--- src/hdl/vpa_pkg.sv ---
package vpa_pkg;

  localparam int unsigned START_IDX_BITS = 6;

  localparam logic [1:0] OP_ALLOC   = 2'd0;
  localparam logic [1:0] OP_RELEASE = 2'd1;
  localparam logic [1:0] OP_LOAD    = 2'd2;
  localparam logic [1:0] OP_CLEAR   = 2'd3;

  localparam logic [1:0] ST_OK      = 2'd0;
  localparam logic [1:0] ST_NOFIT   = 2'd1;
  localparam logic [1:0] ST_FULL    = 2'd2;
  localparam logic [1:0] ST_NOMATCH = 2'd3;

  localparam logic [1:0] FIT_BEST  = 2'd0;
  localparam logic [1:0] FIT_FIRST = 2'd1;
  localparam logic [1:0] FIT_NEXT  = 2'd2;
  localparam logic [1:0] FIT_WORST = 2'd3;

  typedef enum logic [3:0] {
    S_IDLE,
    S_SCAN,
    S_ADEC,
    S_SHUP,
    S_WR0,
    S_WR1,
    S_RMRG,
    S_SHDN,
    S_DONE
  } vpa_state_t;

endpackage

--- src/hdl/vpa_ram.sv ---
module vpa_ram #(
  parameter int unsigned WIDTH = 8,
  parameter int unsigned DEPTH = 64
) (
  input  logic                     clk,
  input  logic                     we,
  input  logic [$clog2(DEPTH)-1:0] waddr,
  input  logic [WIDTH-1:0]         wdata,
  input  logic [$clog2(DEPTH)-1:0] raddr,
  output logic [WIDTH-1:0]         rdata
);

  logic [WIDTH-1:0] mem [DEPTH];

  always_ff @(posedge clk) begin
    if (we) begin
      mem[waddr] <= wdata;
    end
    rdata <= mem[raddr];
  end

endmodule

--- src/hdl/variable_partition_allocator.sv ---
// Segment allocator over an address-ordered table held in one RAM.
// Channels: in_* carries requests (op in in_tuser), out_* carries one
// result per request (status in out_tuser), cfg_* writes fit_policy and is
// always ready; write it only while no request is in flight.
// A request is taken only when the sequencer is idle; the next request is
// accepted while the previous result still waits on out_tready.
// Load and clear go straight to the done state. Release and allocate
// scan every table entry; a release that merges a free neighbour then
// shifts the later entries down, and an allocate that splits a segment
// first shifts the later entries up by one.
// The next request is taken in the cycle after its result is registered.
// Every pass moves one table entry per cycle through the single RAM read
// port, so the entry scan and the shift passes dominate a request's run.
// Reset empties the table (entry count 0) and sets best fit; RAM contents
// need no clearing. A stalled receiver holds the result in the output
// register; a request finishing meanwhile waits in the done state.
module variable_partition_allocator #(
  parameter int unsigned TABLE_DEPTH = 64,
  parameter int unsigned ADDR_BITS   = 16,
  parameter int unsigned OWNER_BITS  = 8
) (
  input  logic clk,
  input  logic rst_n,
  input  logic in_tvalid,
  output logic in_tready,
  // op
  input  logic [1:0] in_tuser,
  // req_size, owner_id, start_index, block_start, block_end, block_size
  input  logic [((4*ADDR_BITS+OWNER_BITS+vpa_pkg::START_IDX_BITS+2+7)/8)*8-1:0] in_tdata,
  output logic out_tvalid,
  input  logic out_tready,
  // status
  output logic [1:0] out_tuser,
  // seg_start, seg_end, seg_size, seg_owner, entry_count
  output logic [((3*ADDR_BITS+OWNER_BITS+$clog2(TABLE_DEPTH+1)+1+7)/8)*8-1:0] out_tdata,
  input  logic cfg_valid,
  output logic cfg_ready,
  input  logic [1:0] cfg_data
);
  import vpa_pkg::*;

  localparam int unsigned A   = ADDR_BITS;
  localparam int unsigned ZW  = ADDR_BITS + 1;
  localparam int unsigned OW  = OWNER_BITS;
  localparam int unsigned SW  = START_IDX_BITS;
  localparam int unsigned CW  = $clog2(TABLE_DEPTH + 1);
  localparam int unsigned IW  = $clog2(TABLE_DEPTH);
  localparam int unsigned XW  = (CW > SW) ? CW : SW;
  localparam int unsigned EW  = 2*A + ZW + OW;
  localparam int unsigned OUW = ((3*A + OW + CW + 1 + 7) / 8) * 8;
  localparam logic [CW-1:0] DEPTH_C = CW'(TABLE_DEPTH);
  localparam logic [ZW-1:0] SZ_MAX  = ZW'(1) << A;

  function automatic logic [ZW-1:0] sat_add(input logic [ZW-1:0] x, input logic [ZW-1:0] y);
    logic [ZW:0] s;
    s = {1'b0, x} + {1'b0, y};
    sat_add = (s > {1'b0, SZ_MAX}) ? SZ_MAX : s[ZW-1:0];
  endfunction

  logic [ZW-1:0] i_req, i_bsize, bsize_sat;
  logic [OW-1:0] i_pid;
  logic [SW-1:0] i_sidx;
  logic [A-1:0]  i_bstart, i_bend;

  assign i_req    = in_tdata[ZW-1:0];
  assign i_pid    = in_tdata[ZW+OW-1:ZW];
  assign i_sidx   = in_tdata[ZW+OW+SW-1:ZW+OW];
  assign i_bstart = in_tdata[ZW+OW+SW+A-1:ZW+OW+SW];
  assign i_bend   = in_tdata[ZW+OW+SW+2*A-1:ZW+OW+SW+A];
  assign i_bsize  = in_tdata[2*ZW+OW+SW+2*A-1:ZW+OW+SW+2*A];
  assign bsize_sat = (i_bsize > SZ_MAX) ? SZ_MAX : i_bsize;

  vpa_state_t state_r, state_nxt;
  logic [CW-1:0] count_r, count_nxt;
  logic [1:0]    policy_r, policy_nxt;
  logic          out_valid_r, out_valid_nxt;
  logic [1:0]    o_status_r, o_status_nxt;
  logic [A-1:0]  o_start_r, o_start_nxt, o_end_r, o_end_nxt;
  logic [ZW-1:0] o_size_r, o_size_nxt;
  logic [OW-1:0] o_owner_r, o_owner_nxt;
  logic [CW-1:0] o_count_r, o_count_nxt;

  logic [1:0]    op_r, op_nxt;
  logic [ZW-1:0] req_r, req_nxt;
  logic [OW-1:0] pid_r, pid_nxt;
  logic [A-1:0]  bstart_r, bstart_nxt, bend_r, bend_nxt;

  logic [CW-1:0] ptr_r, ptr_nxt, cnt_r, cnt_nxt, didx_r, didx_nxt, k_r, k_nxt, rp_r, rp_nxt;
  logic          vld_r, vld_nxt, found_r, found_nxt;
  logic [A-1:0]  pk_s_r, pk_s_nxt, pk_e_r, pk_e_nxt;
  logic [ZW-1:0] pk_z_r, pk_z_nxt;
  logic [A-1:0]  pr_s_r, pr_s_nxt;
  logic [ZW-1:0] pr_z_r, pr_z_nxt;
  logic [OW-1:0] pr_o_r, pr_o_nxt;
  logic [A-1:0]  pv_s_r, pv_s_nxt;
  logic [ZW-1:0] pv_z_r, pv_z_nxt;
  logic          pv_free_r, pv_free_nxt;
  logic [A-1:0]  nx_e_r, nx_e_nxt;
  logic [ZW-1:0] nx_z_r, nx_z_nxt;
  logic          nx_free_r, nx_free_nxt, nx_have_r, nx_have_nxt;
  logic [1:0]    sh_r, sh_nxt;

  logic [1:0]    rs_status_r, rs_status_nxt;
  logic [A-1:0]  rs_start_r, rs_start_nxt, rs_end_r, rs_end_nxt;
  logic [ZW-1:0] rs_size_r, rs_size_nxt;
  logic [OW-1:0] rs_owner_r, rs_owner_nxt;

  logic          ram_we;
  logic [IW-1:0] ram_waddr, ram_raddr;
  logic [EW-1:0] ram_wdata, ram_rdata;

  vpa_ram #(.WIDTH(EW), .DEPTH(TABLE_DEPTH)) u_ram (
    .clk   (clk),
    .we    (ram_we),
    .waddr (ram_waddr),
    .wdata (ram_wdata),
    .raddr (ram_raddr),
    .rdata (ram_rdata)
  );

  logic [A-1:0]  r_s, r_e;
  logic [ZW-1:0] r_z;
  logic [OW-1:0] r_o;
  assign r_s = ram_rdata[A-1:0];
  assign r_e = ram_rdata[2*A-1:A];
  assign r_z = ram_rdata[2*A+ZW-1:2*A];
  assign r_o = ram_rdata[EW-1:2*A+ZW];

  logic [A-1:0] new_end;
  assign new_end = A'(pk_s_r + req_r[A-1:0] - 1'b1);

  logic usable, take, nf;
  assign usable = (r_o == '0) && (r_z >= req_r);
  assign nf     = nx_have_r && nx_free_r;

  always_comb begin
    take = 1'b0;
    unique case (policy_r)
      FIT_BEST:  take = usable && (!found_r || r_z < pk_z_r);
      FIT_WORST: take = usable && (!found_r || r_z > pk_z_r);
      default:   take = usable && !found_r;
    endcase
  end

  always_comb begin
    state_nxt     = state_r;
    count_nxt     = count_r;
    policy_nxt    = policy_r;
    out_valid_nxt = out_valid_r && !out_tready;
    o_status_nxt  = o_status_r;
    o_start_nxt   = o_start_r;
    o_end_nxt     = o_end_r;
    o_size_nxt    = o_size_r;
    o_owner_nxt   = o_owner_r;
    o_count_nxt   = o_count_r;
    op_nxt        = op_r;
    req_nxt       = req_r;
    pid_nxt       = pid_r;
    bstart_nxt    = bstart_r;
    bend_nxt      = bend_r;
    ptr_nxt       = ptr_r;
    cnt_nxt       = cnt_r;
    didx_nxt      = didx_r;
    k_nxt         = k_r;
    rp_nxt        = rp_r;
    vld_nxt       = 1'b0;
    found_nxt     = found_r;
    pk_s_nxt      = pk_s_r;
    pk_e_nxt      = pk_e_r;
    pk_z_nxt      = pk_z_r;
    pr_s_nxt      = pr_s_r;
    pr_z_nxt      = pr_z_r;
    pr_o_nxt      = pr_o_r;
    pv_s_nxt      = pv_s_r;
    pv_z_nxt      = pv_z_r;
    pv_free_nxt   = pv_free_r;
    nx_e_nxt      = nx_e_r;
    nx_z_nxt      = nx_z_r;
    nx_free_nxt   = nx_free_r;
    nx_have_nxt   = nx_have_r;
    sh_nxt        = sh_r;
    rs_status_nxt = rs_status_r;
    rs_start_nxt  = rs_start_r;
    rs_end_nxt    = rs_end_r;
    rs_size_nxt   = rs_size_r;
    rs_owner_nxt  = rs_owner_r;
    ram_we        = 1'b0;
    ram_waddr     = '0;
    ram_wdata     = '0;
    ram_raddr     = '0;
    in_tready     = (state_r == S_IDLE);

    if (cfg_valid) begin
      policy_nxt = cfg_data;
    end

    unique case (state_r)
      S_IDLE: begin
        if (in_tvalid) begin
          op_nxt        = in_tuser;
          req_nxt       = i_req;
          pid_nxt       = i_pid;
          bstart_nxt    = i_bstart;
          bend_nxt      = i_bend;
          rs_status_nxt = ST_OK;
          rs_start_nxt  = '0;
          rs_end_nxt    = '0;
          rs_size_nxt   = '0;
          rs_owner_nxt  = '0;
          found_nxt     = 1'b0;
          nx_have_nxt   = 1'b0;
          cnt_nxt       = '0;
          pr_o_nxt      = '0;
          ptr_nxt       = '0;
          unique case (in_tuser)
            OP_ALLOC: begin
              if (policy_r == FIT_NEXT && XW'(i_sidx) < XW'(count_r)) begin
                ptr_nxt = CW'(i_sidx);
              end
              state_nxt = S_SCAN;
            end
            OP_RELEASE: begin
              state_nxt = S_SCAN;
            end
            OP_LOAD: begin
              if (count_r == DEPTH_C) begin
                rs_status_nxt = ST_FULL;
              end else begin
                ram_we    = 1'b1;
                ram_waddr = count_r[IW-1:0];
                ram_wdata = {i_pid, bsize_sat, i_bend, i_bstart};
                count_nxt = count_r + 1'b1;
              end
              state_nxt = S_DONE;
            end
            default: begin
              count_nxt = '0;
              state_nxt = S_DONE;
            end
          endcase
        end
      end

      S_SCAN: begin
        if (cnt_r != count_r) begin
          ram_raddr = ptr_r[IW-1:0];
          cnt_nxt   = cnt_r + 1'b1;
          vld_nxt   = 1'b1;
          didx_nxt  = ptr_r;
          ptr_nxt   = (CW'(ptr_r + 1'b1) == count_r) ? '0 : CW'(ptr_r + 1'b1);
        end
        if (vld_r) begin
          if (op_r == OP_ALLOC) begin
            if (take) begin
              found_nxt = 1'b1;
              k_nxt     = didx_r;
              pk_s_nxt  = r_s;
              pk_e_nxt  = r_e;
              pk_z_nxt  = r_z;
            end
          end else if (found_r) begin
            if (!nx_have_r) begin
              nx_have_nxt = 1'b1;
              nx_e_nxt    = r_e;
              nx_z_nxt    = r_z;
              nx_free_nxt = (r_o == '0);
            end
          end else if (r_s == bstart_r && r_e == bend_r && r_o == pid_r) begin
            found_nxt   = 1'b1;
            k_nxt       = didx_r;
            pk_s_nxt    = r_s;
            pk_e_nxt    = r_e;
            pk_z_nxt    = r_z;
            pv_s_nxt    = pr_s_r;
            pv_z_nxt    = pr_z_r;
            pv_free_nxt = (didx_r != '0) && (pr_o_r == '0);
          end else begin
            pr_s_nxt = r_s;
            pr_z_nxt = r_z;
            pr_o_nxt = r_o;
          end
        end
        if (cnt_r == count_r && !vld_r) begin
          state_nxt = (op_r == OP_ALLOC) ? S_ADEC : S_RMRG;
        end
      end

      S_ADEC: begin
        if (req_r == '0 || !found_r) begin
          rs_status_nxt = ST_NOFIT;
          state_nxt     = S_DONE;
        end else if (pk_z_r == req_r) begin
          ram_we       = 1'b1;
          ram_waddr    = k_r[IW-1:0];
          ram_wdata    = {pid_r, pk_z_r, pk_e_r, pk_s_r};
          rs_start_nxt = pk_s_r;
          rs_end_nxt   = pk_e_r;
          rs_size_nxt  = pk_z_r;
          rs_owner_nxt = pid_r;
          state_nxt    = S_DONE;
        end else if (count_r == DEPTH_C) begin
          rs_status_nxt = ST_FULL;
          state_nxt     = S_DONE;
        end else begin
          rs_start_nxt = pk_s_r;
          rs_end_nxt   = new_end;
          rs_size_nxt  = req_r;
          rs_owner_nxt = pid_r;
          rp_nxt       = count_r - 1'b1;
          state_nxt    = S_SHUP;
        end
      end

      S_SHUP: begin
        if (rp_r > k_r) begin
          ram_raddr = rp_r[IW-1:0];
          didx_nxt  = rp_r;
          vld_nxt   = 1'b1;
          rp_nxt    = rp_r - 1'b1;
        end
        if (vld_r) begin
          ram_we    = 1'b1;
          ram_waddr = IW'(didx_r + 1'b1);
          ram_wdata = ram_rdata;
        end
        if (!(rp_r > k_r) && !vld_r) begin
          state_nxt = S_WR0;
        end
      end

      S_WR0: begin
        ram_we    = 1'b1;
        ram_waddr = k_r[IW-1:0];
        ram_wdata = {pid_r, req_r, new_end, pk_s_r};
        state_nxt = S_WR1;
      end

      S_WR1: begin
        ram_we    = 1'b1;
        ram_waddr = IW'(k_r + 1'b1);
        ram_wdata = {OW'(0), ZW'(pk_z_r - req_r), pk_e_r, A'(new_end + 1'b1)};
        count_nxt = count_r + 1'b1;
        state_nxt = S_DONE;
      end

      S_RMRG: begin
        if (!found_r) begin
          rs_status_nxt = ST_NOMATCH;
          state_nxt     = S_DONE;
        end else begin
          ram_we    = 1'b1;
          ram_waddr = pv_free_r ? IW'(k_r - 1'b1) : k_r[IW-1:0];
          ram_wdata = {OW'(0),
                       sat_add(pv_free_r ? sat_add(pv_z_r, pk_z_r) : pk_z_r,
                               nf ? nx_z_r : ZW'(0)),
                       nf ? nx_e_r : pk_e_r,
                       pv_free_r ? pv_s_r : pk_s_r};
          sh_nxt    = {1'b0, pv_free_r} + {1'b0, nf};
          rp_nxt    = k_r + 1'b1 + CW'(nf);
          state_nxt = (pv_free_r || nf) ? S_SHDN : S_DONE;
        end
      end

      S_SHDN: begin
        if (rp_r < count_r) begin
          ram_raddr = rp_r[IW-1:0];
          didx_nxt  = rp_r;
          vld_nxt   = 1'b1;
          rp_nxt    = rp_r + 1'b1;
        end
        if (vld_r) begin
          ram_we    = 1'b1;
          ram_waddr = IW'(didx_r - CW'(sh_r));
          ram_wdata = ram_rdata;
        end
        if (!(rp_r < count_r) && !vld_r) begin
          count_nxt = count_r - CW'(sh_r);
          state_nxt = S_DONE;
        end
      end

      S_DONE: begin
        if (!out_valid_r || out_tready) begin
          out_valid_nxt = 1'b1;
          o_status_nxt  = rs_status_r;
          o_start_nxt   = rs_start_r;
          o_end_nxt     = rs_end_r;
          o_size_nxt    = rs_size_r;
          o_owner_nxt   = rs_owner_r;
          o_count_nxt   = count_r;
          state_nxt     = S_IDLE;
        end
      end

      default: begin
        state_nxt = S_IDLE;
      end
    endcase
  end

  always_ff @(posedge clk) begin
    if (!rst_n) begin
      state_r     <= S_IDLE;
      count_r     <= '0;
      policy_r    <= FIT_BEST;
      out_valid_r <= 1'b0;
      vld_r       <= 1'b0;
    end else begin
      state_r     <= state_nxt;
      count_r     <= count_nxt;
      policy_r    <= policy_nxt;
      out_valid_r <= out_valid_nxt;
      vld_r       <= vld_nxt;
    end
  end

  always_ff @(posedge clk) begin
    o_status_r  <= o_status_nxt;
    o_start_r   <= o_start_nxt;
    o_end_r     <= o_end_nxt;
    o_size_r    <= o_size_nxt;
    o_owner_r   <= o_owner_nxt;
    o_count_r   <= o_count_nxt;
    op_r        <= op_nxt;
    req_r       <= req_nxt;
    pid_r       <= pid_nxt;
    bstart_r    <= bstart_nxt;
    bend_r      <= bend_nxt;
    ptr_r       <= ptr_nxt;
    cnt_r       <= cnt_nxt;
    didx_r      <= didx_nxt;
    k_r         <= k_nxt;
    rp_r        <= rp_nxt;
    found_r     <= found_nxt;
    pk_s_r      <= pk_s_nxt;
    pk_e_r      <= pk_e_nxt;
    pk_z_r      <= pk_z_nxt;
    pr_s_r      <= pr_s_nxt;
    pr_z_r      <= pr_z_nxt;
    pr_o_r      <= pr_o_nxt;
    pv_s_r      <= pv_s_nxt;
    pv_z_r      <= pv_z_nxt;
    pv_free_r   <= pv_free_nxt;
    nx_e_r      <= nx_e_nxt;
    nx_z_r      <= nx_z_nxt;
    nx_free_r   <= nx_free_nxt;
    nx_have_r   <= nx_have_nxt;
    sh_r        <= sh_nxt;
    rs_status_r <= rs_status_nxt;
    rs_start_r  <= rs_start_nxt;
    rs_end_r    <= rs_end_nxt;
    rs_size_r   <= rs_size_nxt;
    rs_owner_r  <= rs_owner_nxt;
  end

  assign cfg_ready  = 1'b1;
  assign out_tvalid = out_valid_r;
  assign out_tuser  = o_status_r;
  assign out_tdata  = OUW'({o_count_r, o_owner_r, o_size_r, o_end_r, o_start_r});

endmodule
--- config.mk ---
export PLATFORM = sky130hd
export DESIGN_NAME = variable_partition_allocator
export DESIGN_NICKNAME = d
export VERILOG_FILES = /design/src/hdl/vpa_pkg.sv /design/src/hdl/vpa_ram.sv /design/src/hdl/variable_partition_allocator.sv
export SDC_FILE = /design/constraint.sdc
export NUM_CORES = 2
export LEC_CHECK = 0
export ABC_AREA = 0
export BUFFER_PORTS_ARGS = -buffer_cell sky130_fd_sc_hd__buf_2
export CORE_ASPECT_RATIO = 1.25
export CORE_UTILIZATION = 63
export DETAILED_ROUTE_END_ITERATION = 12
export GPL_TIMING_DRIVEN = 0
export PLACE_DENSITY = 0.89
export REMOVE_ABC_BUFFERS = 1
export SLEW_MARGIN = 25
export SYNTH_ARGS = -nofsm -noshare
export SYNTH_HDL_FRONTEND = slang
export SYNTH_SLANG_ARGS = --single-unit
--- constraint.sdc ---
create_clock -name clk -period 9.55 [get_ports clk]
set_clock_uncertainty 0.2 [all_clocks]
set_input_delay 0 -clock clk [delete_from_list [all_inputs] [get_ports clk]]
set_output_delay 0 -clock clk [all_outputs]
set_load 0.1 [all_outputs]
==> results of run 1 <==
-- through the flow --
step           instance area, um^2  hold WS [ns]
2_1_floorplan               162000        -0.101
3_3_place_gp                168000      -0.00360
3_5_place_dp                183000       0.00426
4_1_cts                     196000        0.0934
-- kinds of logic after synthesis --
family                     Yosys count
and+or+nand+nor                   4396
DFF                               4101
adders and majority gates          162
AOI/OAI and AO/OA                  995
muxes                              496
xor gates and xnor gates           152
buffers and inverters              778
other                                1
-- metal layers --
layer	track usage [%]	GRT overflow
met2	83.4	51
met5	44.5	1
met4	66.8	38
met1	65.8	5
met3	61.9	4
==> metrics.md, run 1 <==
| Metric | Value |
|---|---|
| Initial antenna violation count | 160 |
| Yosys warns | 0 |
| Seq/Total Area, Yosys | between 70% and 80% |
| Most frequent cells after synthesis | 4029 x edfxtp_1, 2510 x nand2_1, 1299 x nand3_1, 530 x a21oi_1, 457 x mux4_2 |
| Post-Synth Simple-Gate Area | between 10% and 20% |
| Number of distinct library cells after synthesis | 87 |
| Syn_area_per_cell | 14.9 um^2 |
| # IOs | approximately 160 |
| GRT Util Overall | between 60% and 70% |
| Status | aborted with a tool error |
| Post-synth EDFFs | just over 4000 |
| Post-CTS setup buffers | 0 |
| Yosys top cell area share | 73.3% |
| Dpl ws | slightly above 0.8 ns |
| Most common cell in the netlist | edfxtp_1 |
| Worst Endpoint after GRT Repair | u_ram.mem[62][43]$_DFFE_PP_/D |
| Worst-case clock buffer depth | 4 |
| Syn Std Cell Area | 165000 um^2 |
| Dominant synthesized flop cell | edfxtp_1 |
| Stopped at | 5_1_grt |
| IO Port Bufs | approximately 160 |
| RePlAce Congestion | about 0.95 |
| Clk root buf | clkbuf_16 |
| Area contributors post-synth | edfxtp_1 73%, mux4_2 6.2%, nand2_1 5.7%, nand3_1 3.9%, a21oi_1 1.6% |
| Chip Width | 460 um |
| #FFs+latches synth | just over 4000 |
| Mux cell area share after synthesis | 6.47% |
| Post-synth ARST share | 0% |
| DIE HEIGHT | 574 um |
| CTS sink count | approximately 4100 |
| Compound-Gate Fraction of Synth Area | roughly 3.8% |
| CTS buffer count | 360 |
| Pin count of the biggest net entering global routing | 72 |
| Placed instance count | between 10000 and 15000 |
| XOR/XNOR Fraction of Synth Area | less than 1% |
| # rows | ~210 |
| HPWL Detailed | around 400000 um |
| Hold_buf cts | ~160 |
| Worst endpoint type | register input |
| H-tree Lvls | 5 |
| Halt Reason | [ERROR GRT-0232] Routing congestion too high. Check the congestion heatmap in the GUI. |
| Post-synth top area cell | edfxtp_1 |
| Post-synthesis adder-cell area fraction | between 1 and 1.5% |
| Initial Util | roughly 64% |
| Post-Syn Instances | 11100 |
| GRT overflow | 99 |
| Post-CTS Resized | 0 |
| Main combinational cell family by area after synthesis | simple AND/OR/NAND/NOR gates |
==> inputs of run 2 (changes only) <==
- CORE_ASPECT_RATIO: 1.25 -> default
- CORE_UTILIZATION: 63 -> 40
- PLACE_DENSITY: 0.89 -> default
- PLACE_DENSITY_LB_ADDON: default -> 0.15
==> run 2 against run 1 <==
Net effect:
- the run now ends clean
- area after synthesis stayed put
- synthesized cell count unchanged
==> metrics.md, run 2 <==
| Metric | Value |
|---|---|
| Dominant synthesized flop cell | edfxtp_1 (unchanged) |
| Yosys warns | 0 (unchanged) |
| Crit Path Class | reg2reg |
| H-tree Lvls | 5 (unchanged) |
| DIE AREA | 415000 um^2 |
| Area after DPL | 188000 um^2 (was 183000 um^2) |
| CP arrival | between 9 and 10 ns |
| Post-route design area | a little over 200000 um^2 |
| Max IR drop VDD | 0.000187 V |
| Commonest non-fill, non-tap cell in the layout | edfxtp_1 |
| DRT Wirelength | 603000 um |
| Max Slew Vio Count | 0 |
| Post-Syn Instances | 11100 (unchanged) |
| Pin count of the biggest net entering global routing | 65 |
| Vias in the first global route | between 100k and 150k |
| Relative slew slack | about a quarter |
| HPWL Detailed | 425000 um (was 396000 um) |
| Post-synth EDFFs | 4029 (unchanged) |
| Commonest non-fill, non-tap cells in the layout | 4029 x edfxtp_1, 2500 x nand2_1, 1292 x nand3_1 |
| Largest Register | u_ram.mem |
| Final ANT Viol Nets | 0 |
| Biggest regs | u_ram.mem x3648, u_ram.rdata x57 |
| Core Footprint | between 400000 and 500000 um^2 |
| Share of layout cells above drive strength 1 | between 10% and 20% |
| Status | completed (was aborted with a tool error) |
| Critical Path Max Stage Delay | 0.63 ns |
| CP endpoint kind | flip-flop |
| # rows | 235 (was 209) |
| Final Hold Vio Count | 0 |
| MaxCap Viol Count | 0 |
| Clk_lat worst skew | 1.04 ns |
| Startpoint types | flip-flop |
| Hold Path Class | in2reg |
| RePlAce Congestion | 0.886 (was 0.945) |
| CTS buffer count | 420 (was 360) |
| Critical path's slowest cell | edfxtp_1 |
| DIE HEIGHT | 644 um (was 574 um) |
| CTS clk-pin slew, worst paths | 0.07 ns |
| GRT Util Overall | 28.5% |
| CTS tree | yes |
| Drt first pass iters | 8 |
| Final period utilization | 94.0% |
| Syn_area_per_cell | 14.9 um^2 (unchanged) |
| Post-synth ARST share | 0% (unchanged) |
| Area contributors post-synth | edfxtp_1 73%, mux4_2 6.2%, nand2_1 5.7%, nand3_1 3.9%, a21oi_1 1.6% (unchanged) |
| Placed instance count | 16900 (was 14800) |
| Minimum clock period | between 8 and 9 ns |
| CTS sink count | 4101 (unchanged) |
| Fin nets | roughly 12000 |
| Max reg flops | approximately 3600 |
| Vias per Instance | about 6.0 |
| Initial Util | 40.2% (was 63.5%) |
| Max Fclk | between 100 and 150 MHz |
| Power Dens Cells | 268 nW/um^2 |
| # IOs | 158 (unchanged) |
| Pleak | between 70 and 80 nW |
| Most frequent cells after synthesis | 4029 x edfxtp_1, 2510 x nand2_1, 1299 x nand3_1, 530 x a21oi_1, 457 x mux4_2 (unchanged) |
| IO Port Bufs | 156 (unchanged) |
| Final setup viols | 0 |
| Finished Layout Cells | 17900 |
| Seq/Total Area, Yosys | 74.2% (unchanged) |
| Syn Std Cell Area | 165000 um^2 (unchanged) |
| Pwr Total | between 50 and 60 mW |
| Initial drt markers | between 10000 and 15000 |
| Post-CTS setup buffers | 0 (unchanged) |
| CP Max Fanout | 17 |
| Post-synth top area cell | edfxtp_1 (unchanged) |
| First-pass GRT wire length | around 820000 um |
| Initial antenna violation count | 33 |
| Worst-case clock buffer depth | 4 (unchanged) |
| WL per Instance | about 34 um |
| Clk root buf | clkbuf_16 (unchanged) |
| Top delay family on crit path | compound AO/OA/AOI/OAI gates |
| GRT overflow | 0 |
| Yosys top cell area share | 73.3% (unchanged) |
| Most common cell in the netlist | edfxtp_1 (unchanged) |
| P&R area growth vs syn | 23.4% |
| #FFs+latches synth | 4101 (unchanged) |
| Number of distinct library cells after synthesis | 87 (unchanged) |
| Chip Width | 644 um (was 460 um) |
| Slew @ Worst Pin | around 1.1 ns |
| Worst Path Buf+Inv | 9 |
| DRC viols | 0 |
| Vias | about 110k |
| Required @ worst endpoint | between 10 and 15 ns |
[run 2: cell type report]
type	instances	area [um^2]
fill	33800	206000
sequential	4101	122000
multi-input combinational	6202	40700
timing repair buffer	1212	19200
clock buffer	553	11400
tap	5451	6820
clock inverter	225	2580
inverter	157	596
antenna	17	42.5
[run 2: logic make-up after synthesis]
kind of cell             share of synthesized area (%)
flip-flops                                        74.2
multiplexers                                      6.47
buffers and inverters                             1.94
XOR/XNOR                                         0.807
adder cells (fa/ha/maj)                           1.26
AO/OA/AOI/OAI                                     3.76
AND/OR/NAND/NOR                                   11.6
other                                          0.00227
[run 2: worst register-to-register path: cells and delay by family, from the launching register on]
kind / cells / cell delay [ns]
AND/OR/NAND/NOR: 5 / 1.07
AO/OA/AOI/OAI: 14 / 3.83
buffers and inverters: 9 / 1.93
adder cells (fa/ha/maj): 3 / 1.16
flip-flops: 1 / 0.63
[run 2: power by group]
part           internal, mW  total, mW  switching, mW
Combinational          5.01       14.8           9.80
Clock                  9.57       16.7           7.16
Sequential             22.2       23.0          0.817
Total                  36.8       54.5           17.8
[run 2: per-stage QoR]
stage / util, % / hold slack [ns] / setup TNS, ns / setup WS [ns]
2_1_floorplan: - / -0.101 / -1807.84 / -34.13
6_report: 49.7 / 0.0561 / 0 / 0.572
3_5_place_dp: 45.8 / -0.0214 / 0 / 0.548
5_1_grt: 49.7 / 0.0314 / -0.127 / -0.0297
4_1_cts: 49.7 / 0.00179 / 0 / 0.442
3_3_place_gp: 41.5 / -0.0204 / - / -94.72
[run 2: repair_timing]
| action | CTS | global route |
|---|---|---|
| hold buffers | 176 | 0 |
| setup endpoints to repair | 0 | 23 |
| hold endpoints to repair | 3108 | 0 |
| resized for setup | 0 | 1 |
[run 2: per-layer routing]
layer / global-route usage, % / wire (um) / part of all wire [%]
met1: 37.0 / 230000 / 38
met2: 45.8 / 283000 / 47
met3: 5.36 / 54100 / 9.0
met4: 14.5 / 36500 / 6.1
met5: 0 / 84 / 0.014
[run 2: final timing paths]
kind / startpoint / end / slack [ns] / depth (start not counted)
max: pk_z_r[1] / u_ram.mem[59][45] / 0.57 / 31
min: in_tdata[49] / u_ram.mem[11][18] / 0.06 / 3
max reg2reg: pk_z_r[1] / u_ram.mem[59][45] / 0.57 / 31
min reg2reg: pr_z_r[16] / pv_z_r[16] / 0.21 / 0
No activity file was read; power rests on OpenSTA's default activity.
